<file path="src/sv/knrb_pkg.sv">
// Shared types, constants and codes for the keyed node register bank.
`timescale 1ns / 1ps
package knrb_pkg;

   localparam int ENTRIES    = 8;
   localparam int IDX_W      = (ENTRIES > 1) ? $clog2(ENTRIES) : 1;
   localparam int CNT_W      = $clog2(ENTRIES + 1);
   localparam int CODE_W     = 8;
   localparam int VALUE_W    = 32;
   localparam int FLAGS_W    = 8;
   localparam int CAPS_W     = 64;
   localparam int CSR_ADDR_W = 4;
   localparam int QUEUE_DEPTH = 2;

   // register indexes
   localparam logic [0:0] REG_CAPABILITY_CODES = 1'b0;

   // command kinds
   localparam logic [1:0] REQ_READ    = 2'd0;
   localparam logic [1:0] REQ_WRITE   = 2'd1;
   localparam logic [1:0] REQ_LIST    = 2'd2;
   localparam logic [1:0] REQ_UNKNOWN = 2'd3;

   // result status codes
   localparam logic [1:0] ST_OK        = 2'd0;
   localparam logic [1:0] ST_NOT_FOUND = 2'd1;
   localparam logic [1:0] ST_UNKNOWN   = 2'd2;

   typedef struct packed {
      logic [1:0]         kind;
      logic               hit;
      logic [IDX_W-1:0]   idx;
      logic [VALUE_W-1:0] wdata;
      logic               ack;
      logic [CNT_W-1:0]   count;
   } cmd_type;

   typedef struct packed {
      logic [1:0]         status;
      logic [VALUE_W-1:0] read_value;
      logic [CODE_W-1:0]  cap_code;
      logic [FLAGS_W-1:0] change_flags;
      logic               last;
   } rsp_type;

endpackage

</file>
<file path="src/sv/knrb_front.sv">
// Front end: accepts commands, looks up the function code, queues classified commands.
`timescale 1ns / 1ps
module knrb_front (
   input  logic                        clock,
   input  logic                        reset,
   input  logic [knrb_pkg::CAPS_W-1:0] caps,
   input  logic                        push,
   output logic                        full,
   input  logic [1:0]                  req_type,
   input  logic [knrb_pkg::CODE_W-1:0] req_function_code,
   input  logic [knrb_pkg::VALUE_W-1:0] req_write_value,
   input  logic                        req_ack_changes,
   output logic                        cmd_valid,
   output knrb_pkg::cmd_type           cmd_head,
   input  logic                        cmd_pop
);

   localparam int PTR_W = $clog2(knrb_pkg::QUEUE_DEPTH);
   localparam int QCNT_W = $clog2(knrb_pkg::QUEUE_DEPTH + 1);

   knrb_pkg::cmd_type                  cmd_new;
   logic [knrb_pkg::ENTRIES-1:0]       live;
   knrb_pkg::cmd_type                  queue_ff [knrb_pkg::QUEUE_DEPTH];
   logic [PTR_W-1:0]                   wr_ptr_ff, wr_ptr_in;
   logic [PTR_W-1:0]                   rd_ptr_ff, rd_ptr_in;
   logic [QCNT_W-1:0]                  count_ff, count_in;
   logic                               do_push, do_pop;

   // the list runs up to the first zero code
   always_comb begin
      logic                        alive;
      logic [knrb_pkg::CODE_W-1:0] code_i;
      alive   = 1'b1;
      cmd_new = '0;
      live    = '0;
      for (int i = 0; i < knrb_pkg::ENTRIES; i++) begin
         code_i  = caps[i*knrb_pkg::CODE_W +: knrb_pkg::CODE_W];
         alive   = alive & (code_i != '0);
         live[i] = alive;
         cmd_new.count = cmd_new.count + knrb_pkg::CNT_W'(alive);
      end
      // scan downward so the first match wins
      for (int i = knrb_pkg::ENTRIES - 1; i >= 0; i--) begin
         if (live[i] &&
             caps[i*knrb_pkg::CODE_W +: knrb_pkg::CODE_W] == req_function_code) begin
            cmd_new.hit = 1'b1;
            cmd_new.idx = knrb_pkg::IDX_W'(i);
         end
      end
      cmd_new.kind  = req_type;
      cmd_new.wdata = req_write_value;
      cmd_new.ack   = req_ack_changes;
   end

   assign full      = (count_ff == QCNT_W'(knrb_pkg::QUEUE_DEPTH));
   assign cmd_valid = (count_ff != '0);
   assign cmd_head  = queue_ff[rd_ptr_ff];
   assign do_push   = push && !full;
   assign do_pop    = cmd_pop && cmd_valid;

   always_comb begin
      wr_ptr_in = wr_ptr_ff + PTR_W'(do_push);
      rd_ptr_in = rd_ptr_ff + PTR_W'(do_pop);
      count_in  = count_ff + QCNT_W'(do_push) - QCNT_W'(do_pop);
   end

   always_ff @(posedge clock) begin
      if (reset) begin
         wr_ptr_ff <= '0;
         rd_ptr_ff <= '0;
         count_ff  <= '0;
      end else begin
         wr_ptr_ff <= wr_ptr_in;
         rd_ptr_ff <= rd_ptr_in;
         count_ff  <= count_in;
      end
   end

   always_ff @(posedge clock) begin
      if (do_push) begin
         queue_ff[wr_ptr_ff] <= cmd_new;
      end
   end

endmodule

</file>
<file path="src/sv/knrb_back.sv">
// Back end: executes queued commands against the value bank and queues the results.
`timescale 1ns / 1ps
module knrb_back (
   input  logic                        clock,
   input  logic                        reset,
   input  logic [knrb_pkg::CAPS_W-1:0] caps,
   input  logic                        cmd_valid,
   input  knrb_pkg::cmd_type           cmd_head,
   output logic                        cmd_pop,
   output logic                        empty,
   input  logic                        pop,
   output knrb_pkg::rsp_type           rsp_head
);

   localparam int PTR_W = $clog2(knrb_pkg::QUEUE_DEPTH);
   localparam int QCNT_W = $clog2(knrb_pkg::QUEUE_DEPTH + 1);

   logic [knrb_pkg::VALUE_W-1:0] store_ff [knrb_pkg::ENTRIES];
   logic [knrb_pkg::FLAGS_W-1:0] mask_ff, mask_in;
   logic [knrb_pkg::IDX_W-1:0]   pos_ff, pos_in;
   knrb_pkg::rsp_type            queue_ff [knrb_pkg::QUEUE_DEPTH];
   logic [PTR_W-1:0]             wr_ptr_ff, wr_ptr_in;
   logic [PTR_W-1:0]             rd_ptr_ff, rd_ptr_in;
   logic [QCNT_W-1:0]            count_ff, count_in;
   logic                         go, do_pop, store_wr, item_done;
   logic [knrb_pkg::VALUE_W-1:0] stored;
   logic [knrb_pkg::FLAGS_W-1:0] flags;
   knrb_pkg::rsp_type            rsp_new;

   assign go       = cmd_valid && (count_ff != QCNT_W'(knrb_pkg::QUEUE_DEPTH));
   assign stored   = store_ff[cmd_head.idx];
   assign store_wr = go && (cmd_head.kind == knrb_pkg::REQ_WRITE) && cmd_head.hit &&
                     (stored != cmd_head.wdata);
   assign flags    = store_wr ? (mask_ff | (knrb_pkg::FLAGS_W'(1) << cmd_head.idx)) : mask_ff;

   always_comb begin
      rsp_new              = '0;
      rsp_new.change_flags = flags;
      rsp_new.last         = 1'b1;
      case (cmd_head.kind)
         knrb_pkg::REQ_READ: begin
            rsp_new.status     = cmd_head.hit ? knrb_pkg::ST_OK : knrb_pkg::ST_NOT_FOUND;
            rsp_new.read_value = cmd_head.hit ? stored : '0;
         end
         knrb_pkg::REQ_WRITE: begin
            rsp_new.status = cmd_head.hit ? knrb_pkg::ST_OK : knrb_pkg::ST_NOT_FOUND;
         end
         knrb_pkg::REQ_LIST: begin
            rsp_new.status = knrb_pkg::ST_OK;
            if (cmd_head.count != '0) begin
               rsp_new.cap_code = caps[pos_ff*knrb_pkg::CODE_W +: knrb_pkg::CODE_W];
               rsp_new.last     = (knrb_pkg::CNT_W'(pos_ff) + knrb_pkg::CNT_W'(1)
                                   == cmd_head.count);
            end
         end
         default: begin
            rsp_new.status = knrb_pkg::ST_UNKNOWN;
         end
      endcase
   end

   assign item_done = go && rsp_new.last;
   assign cmd_pop   = item_done;

   always_comb begin
      // advance through the listing, restart at the next command
      pos_in = pos_ff;
      if (item_done) begin
         pos_in = '0;
      end else if (go) begin
         pos_in = pos_ff + knrb_pkg::IDX_W'(1);
      end
      mask_in = mask_ff;
      if (item_done) begin
         mask_in = cmd_head.ack ? '0 : flags;
      end
   end

   assign empty    = (count_ff == '0);
   assign rsp_head = queue_ff[rd_ptr_ff];
   assign do_pop   = pop && !empty;

   always_comb begin
      wr_ptr_in = wr_ptr_ff + PTR_W'(go);
      rd_ptr_in = rd_ptr_ff + PTR_W'(do_pop);
      count_in  = count_ff + QCNT_W'(go) - QCNT_W'(do_pop);
   end

   always_ff @(posedge clock) begin
      if (reset) begin
         wr_ptr_ff <= '0;
         rd_ptr_ff <= '0;
         count_ff  <= '0;
         pos_ff    <= '0;
         mask_ff   <= '0;
      end else begin
         wr_ptr_ff <= wr_ptr_in;
         rd_ptr_ff <= rd_ptr_in;
         count_ff  <= count_in;
         pos_ff    <= pos_in;
         mask_ff   <= mask_in;
      end
   end

   always_ff @(posedge clock) begin
      if (reset) begin
         for (int i = 0; i < knrb_pkg::ENTRIES; i++) begin
            store_ff[i] <= '0;
         end
      end else if (store_wr) begin
         store_ff[cmd_head.idx] <= cmd_head.wdata;
      end
   end

   always_ff @(posedge clock) begin
      if (go) begin
         queue_ff[wr_ptr_ff] <= rsp_new;
      end
   end

endmodule

</file>
<file path="src/sv/keyed_node_register_bank.sv">
// A command is held in the front queue; its results are registered into the result queue.
// Throughput: one command per cycle enters while not full; the back end emits one result
// per cycle while its result queue has room, so a listing of N codes gives N results, others one.
// Both sides are two-entry queues; full and empty follow their fill levels.
// Reset (synchronous): queues empty, value bank and change flags zero, code list zero.
`timescale 1ns / 1ps
module keyed_node_register_bank (
   input  logic                            clock,
   input  logic                            reset,
   input  logic                            push,
   output logic                            full,
   input  logic [1:0]                      req_type,
   input  logic [knrb_pkg::CODE_W-1:0]     req_function_code,
   input  logic [knrb_pkg::VALUE_W-1:0]    req_write_value,
   input  logic                            req_ack_changes,
   output logic                            empty,
   input  logic                            pop,
   output logic [1:0]                      rsp_status,
   output logic [knrb_pkg::VALUE_W-1:0]    rsp_read_value,
   output logic [knrb_pkg::CODE_W-1:0]     rsp_cap_code,
   output logic [knrb_pkg::FLAGS_W-1:0]    rsp_change_flags,
   output logic                            rsp_last,
   input  logic                            psel,
   input  logic                            penable,
   input  logic                            pwrite,
   input  logic [knrb_pkg::CSR_ADDR_W-1:0] paddr,
   input  logic [knrb_pkg::CAPS_W-1:0]     pwdata,
   output logic [knrb_pkg::CAPS_W-1:0]     prdata,
   output logic                            pready
);

   logic [knrb_pkg::CAPS_W-1:0] caps_ff, caps_in;
   logic                        csr_write;
   logic                        cmd_valid, cmd_pop;
   knrb_pkg::cmd_type           cmd_head;
   knrb_pkg::rsp_type           rsp_head;

   assign pready    = 1'b1;
   assign csr_write = psel && penable && pwrite && pready &&
                      (paddr[knrb_pkg::CSR_ADDR_W-1] == knrb_pkg::REG_CAPABILITY_CODES);
   assign caps_in   = csr_write ? pwdata : caps_ff;
   assign prdata    = (paddr[knrb_pkg::CSR_ADDR_W-1] == knrb_pkg::REG_CAPABILITY_CODES) ?
                      caps_ff : '0;

   always_ff @(posedge clock) begin
      if (reset) begin
         caps_ff <= '0;
      end else begin
         caps_ff <= caps_in;
      end
   end

   knrb_front u_front (
      .clock             (clock),
      .reset             (reset),
      .caps              (caps_ff),
      .push              (push),
      .full              (full),
      .req_type          (req_type),
      .req_function_code (req_function_code),
      .req_write_value   (req_write_value),
      .req_ack_changes   (req_ack_changes),
      .cmd_valid         (cmd_valid),
      .cmd_head          (cmd_head),
      .cmd_pop           (cmd_pop)
   );

   knrb_back u_back (
      .clock     (clock),
      .reset     (reset),
      .caps      (caps_ff),
      .cmd_valid (cmd_valid),
      .cmd_head  (cmd_head),
      .cmd_pop   (cmd_pop),
      .empty     (empty),
      .pop       (pop),
      .rsp_head  (rsp_head)
   );

   assign rsp_status       = rsp_head.status;
   assign rsp_read_value   = rsp_head.read_value;
   assign rsp_cap_code     = rsp_head.cap_code;
   assign rsp_change_flags = rsp_head.change_flags;
   assign rsp_last         = rsp_head.last;

   a_reset_empty: assert property (@(posedge clock) reset |=> empty && !full)
      else $error("queues not empty after reset");

   a_status_code: assert property (@(posedge clock) disable iff (reset)
      !empty |-> (rsp_status != 2'd3))
      else $error("result carries an undefined status");

   a_partial_list: assert property (@(posedge clock) disable iff (reset)
      (!empty && !rsp_last) |-> (rsp_status == knrb_pkg::ST_OK) && (rsp_cap_code != '0))
      else $error("non-final result is not a listed capability code");

   a_value_on_hit: assert property (@(posedge clock) disable iff (reset)
      (!empty && (rsp_read_value != '0)) |-> (rsp_status == knrb_pkg::ST_OK) && rsp_last)
      else $error("read value returned without a hit");

endmodule

</file>
<file path="config.mk">
export PLATFORM = sky130hd
export DESIGN_NAME = keyed_node_register_bank
export DESIGN_NICKNAME = d
export VERILOG_FILES = /design/src/sv/knrb_pkg.sv /design/src/sv/knrb_front.sv /design/src/sv/knrb_back.sv /design/src/sv/keyed_node_register_bank.sv
export SDC_FILE = /design/constraint.sdc
export NUM_CORES = 1
export LEC_CHECK = 0
export BUFFER_PORTS_ARGS = -buffer_cell sky130_fd_sc_hd__buf_2
export CAP_MARGIN = 20
export CORE_ASPECT_RATIO = 0.8
export CORE_MARGIN = 2
export CORE_UTILIZATION = 35
export CTS_BUF_LIST = sky130_fd_sc_hd__clkbuf_4 sky130_fd_sc_hd__clkbuf_8
export DETAILED_ROUTE_END_ITERATION = 7
export GPL_TIMING_DRIVEN = 1
export PLACE_DENSITY = 0.57
export REMOVE_ABC_BUFFERS = 1
export SYNTH_ARGS = -nofsm -noshare
export SYNTH_HDL_FRONTEND = slang
export SYNTH_SLANG_ARGS = --single-unit
</file>
<file path="constraint.sdc">
create_clock -name clock -period 12.6 [get_ports clock]
set_input_delay 0 -clock clock [delete_from_list [all_inputs] [get_ports clock]]
set_output_delay 0 -clock clock [all_outputs]
set_load 0.01 [all_outputs]
</file>
==> metrics <==
Wirelength per Cell 23.2 um; fin crit period 6450 ps; postcts setup bufs 0; pwr/cell area 172 mW/mm^2; Avg Cell Area, Syn 10.7 sq um; Primary FF master, synth edfxtp_1; synthesized cell area 0.0269 sq mm; Max Fclk 155 MHz; yosys warns 0; total power 5.58 mW; Async SR Flop Fraction 0%; CP Class reg -> reg; crit path launch u_front.queue_ff[0][38]$_DFFE_PP_; gr ovfl total 0; DR iter-0 viols 2,566; core footprint 0.0758 sq mm; Final Slew Violations 0; DP HPWL 52,900 um; via count 22,500; register area share after synthesis 55.7%; Die X-Extent 314 um; startpoint class of the critical path register; Maximum Capacitance Violations 0; all-layer global routing usage 22.6%; area of the multi-input gates 0.0108 sq mm; CTS Sinks 527; First-pass DRT Iterations 7; Initial Util 35.5%; Hold Fails Final Rpt 0; worst reg-to-reg path cell count 16; Cells after Synth 2,523; Root Driver clkbuf_8; r2r setup slk 6150 ps; ANT nets after route 0; Routed WL 91,200 um; area fraction of the dominant cell type after synthesis 49.5%; clk_lat worst skew 710 ps; CTS tree built; max_slew headroom 22.7%; I/O pin count 236; layout cell share with drive strength beyond 1 18.8%; Finish-stage setup viols 0; worst path arrival time 6790 ps; die area 0.0792 sq mm; Hold Crit Class in -> reg; crit-path max FO 88; GPL Wtd Cong 0.859; fillers 7,166; top cells by count, synth edfxtp_1 (444), nand3_1 (269), nor3_1 (269); sequential cell area 0.0150 sq mm; pin count of the biggest net entering global routing 265; Hold Crit Depth 2; RSZ-0062 raised after global routing false; reg-to-reg critical path endpoint u_back.store_ff[1][4]$_SDFFCE_PN0P_; Die Y-Extent 252 um; Post-DP Area 0.0288 sq mm; EDFF count, synth 444; I/O Buffers 231; Post-Layout Inst Area 0.0324 sq mm; synth unique cells 74; top post-synthesis cells by area edfxtp_1 (50%), dfxtp_1 (6.2%), nand3_1 (5.0%), nor3_1 (5.0%), mux2i_1 (3.0%); post-synth top area cell edfxtp_1; Non-Filler Instances 3,926; placed insts 3,581; # rows 90; hold slack 46.2 ps; first-pass GRT wire length 136,000 um; WP data required 12,940 ps; Avg Vias per Cell 5.72; vias in the first global route 21,900; H-tree depth 3; Final Net Count 2,972; run status complete, no violations; initial antenna violation count 1; post-synthesis register bit count 527; Max Buffers Root-to-Sink 3; DRC 0; maximum vdd drop 109 uV; synthesis-to-layout area growth 20.4%; Reg2Reg Launch Point u_front.queue_ff[0][38]$_DFFE_PP_; CP endpoint kind register; slew at the pin closest to its max-slew limit 1160 ps; cts bufs inserted 89; crit path to u_back.store_ff[1][4]$_SDFFCE_PN0P_; final period utilization 51.2%; Reg clk slew, reported paths 60 ps; most common cell in the netlist edfxtp_1; skew final 49.6 ps; leakage dissipation 11.5 nW; # resized after CTS 0
==> kinds of logic after synthesis <==
family                   share of synthesized area, %
AND/OR/NAND/NOR                                  19.6
flip-flops                                       55.7
AO/OA/AOI/OAI                                    9.11
buffers and inverters                            4.50
multiplexers                                     6.95
XOR/XNOR                                         3.29
adder cells (fa/ha/maj)                         0.809
other                                          0.0139
==> registers in the layout (all words and copies together) (netlist names) <==
register,cells
u_back.store_ff,256
u_back.queue_ff,102
u_front.queue_ff,86
caps_ff,64
u_back.mask_ff,8
u_back.pos_ff,3
u_back.count_ff,2
u_front.count_ff,2
u_back.rd_ptr_ff,1
u_back.wr_ptr_ff,1
u_front.rd_ptr_ff,1
u_front.wr_ptr_ff,1
==> layout by cell type (no fill, tap or decap), types with 25 or more instances in the layout <==
cell	count
nor2b_1	77
nand3_1	269
nor2_1	157
clkbuf_8	100
o22ai_1	47
o221ai_1	25
dlygate4sd3_1	178
nor4_1	26
o21ai_0	70
xor2_1	40
mux2i_1	80
inv_1	28
xnor2_1	61
nand2_1	173
buf_2	230
buf_4	55
clkbuf_4	30
nor3_1	269
edfxtp_1	444
a21oi_1	110
dfxtp_1	81
mux2_2	63
==> layout make-up <==
class,instances,share of cell area (%)
antenna,1,0.00772
tap,1012,3.90
clock buffer,130,4.94
clock inverter,35,0.621
multi-input combinational,1727,33.5
sequential,527,46.3
inverter,28,0.324
timing repair buffer,466,10.5
==> worst min path at each step <==
stage,startpoint,end,slack (ps)
2_1_floorplan,paddr[3],prdata[0],50
3_3_place_gp,req_write_value[28],u_front.queue_ff[1][33]$_DFFE_PP_,190
3_5_place_dp,req_write_value[14],u_front.queue_ff[0][19]$_DFFE_PP_,190
4_1_cts,req_write_value[2],u_front.queue_ff[0][7]$_DFFE_PP_,1
5_1_grt,req_write_value[26],u_front.queue_ff[0][31]$_DFFE_PP_,20
6_report,req_write_value[2],u_front.queue_ff[0][7]$_DFFE_PP_,50
==> metal layers <==
| metal | vias to the layer above | GRT usage, % | wire length, um |
|---|---|---|---|
| met1 | 10900 | 30.4 | 37200 |
| li1 | 10000 | - | - |
| met4 | 0 | 8.11 | 3130 |
| met2 | 1287 | 36.2 | 42200 |
| met3 | 227 | 4.35 | 8770 |
| met5 | - | 0 | 0 |
==> metrics by stage <==
step,TNS (ps),setup slack [ps],util [%]
after floorplan,-4724680,-12890,-
after global placement,0,6350,38.0
after detailed placement,0,6300,38.0
after CTS,0,6260,42.8
after global routing,0,5990,42.8
final,0,6150,42.8
==> critical path, cell delays in order, from the launching register on <==
cell,delay [ps]
edfxtp_1,360
buf_4,340
or3b_1,420
buf_4,240
nand2_2,380
buf_4,580
buf_4,420
nand2b_1,100
a31oi_1,240
xor2_1,110
nor4_1,570
nand4_1,270
nor4_4,220
buf_4,350
buf_4,820
o41ai_2,140
buf_4,370
==> what timing repair did <==
| action | 4_1_cts | 5_1_grt |
|---|---|---|
| endpoints found under the setup margin | 0 | 0 |
| hold buffers | 178 | 0 |
| hold endpoints to repair | 146 | 0 |
==> power breakdown <==
| group | leakage (nW) | switching [mW] | total, mW | internal [mW] |
|---|---|---|---|---|
| clock | 0.957 | 0.721 | 1.56 | 0.839 |
| sequential | 5.09 | 0.0898 | 2.23 | 2.14 |
| combinational | 5.43 | 1.22 | 1.79 | 0.566 |
| total | 11.5 | 2.03 | 5.58 | 3.54 |
Note: power is estimated with default switching activity, not from simulation.
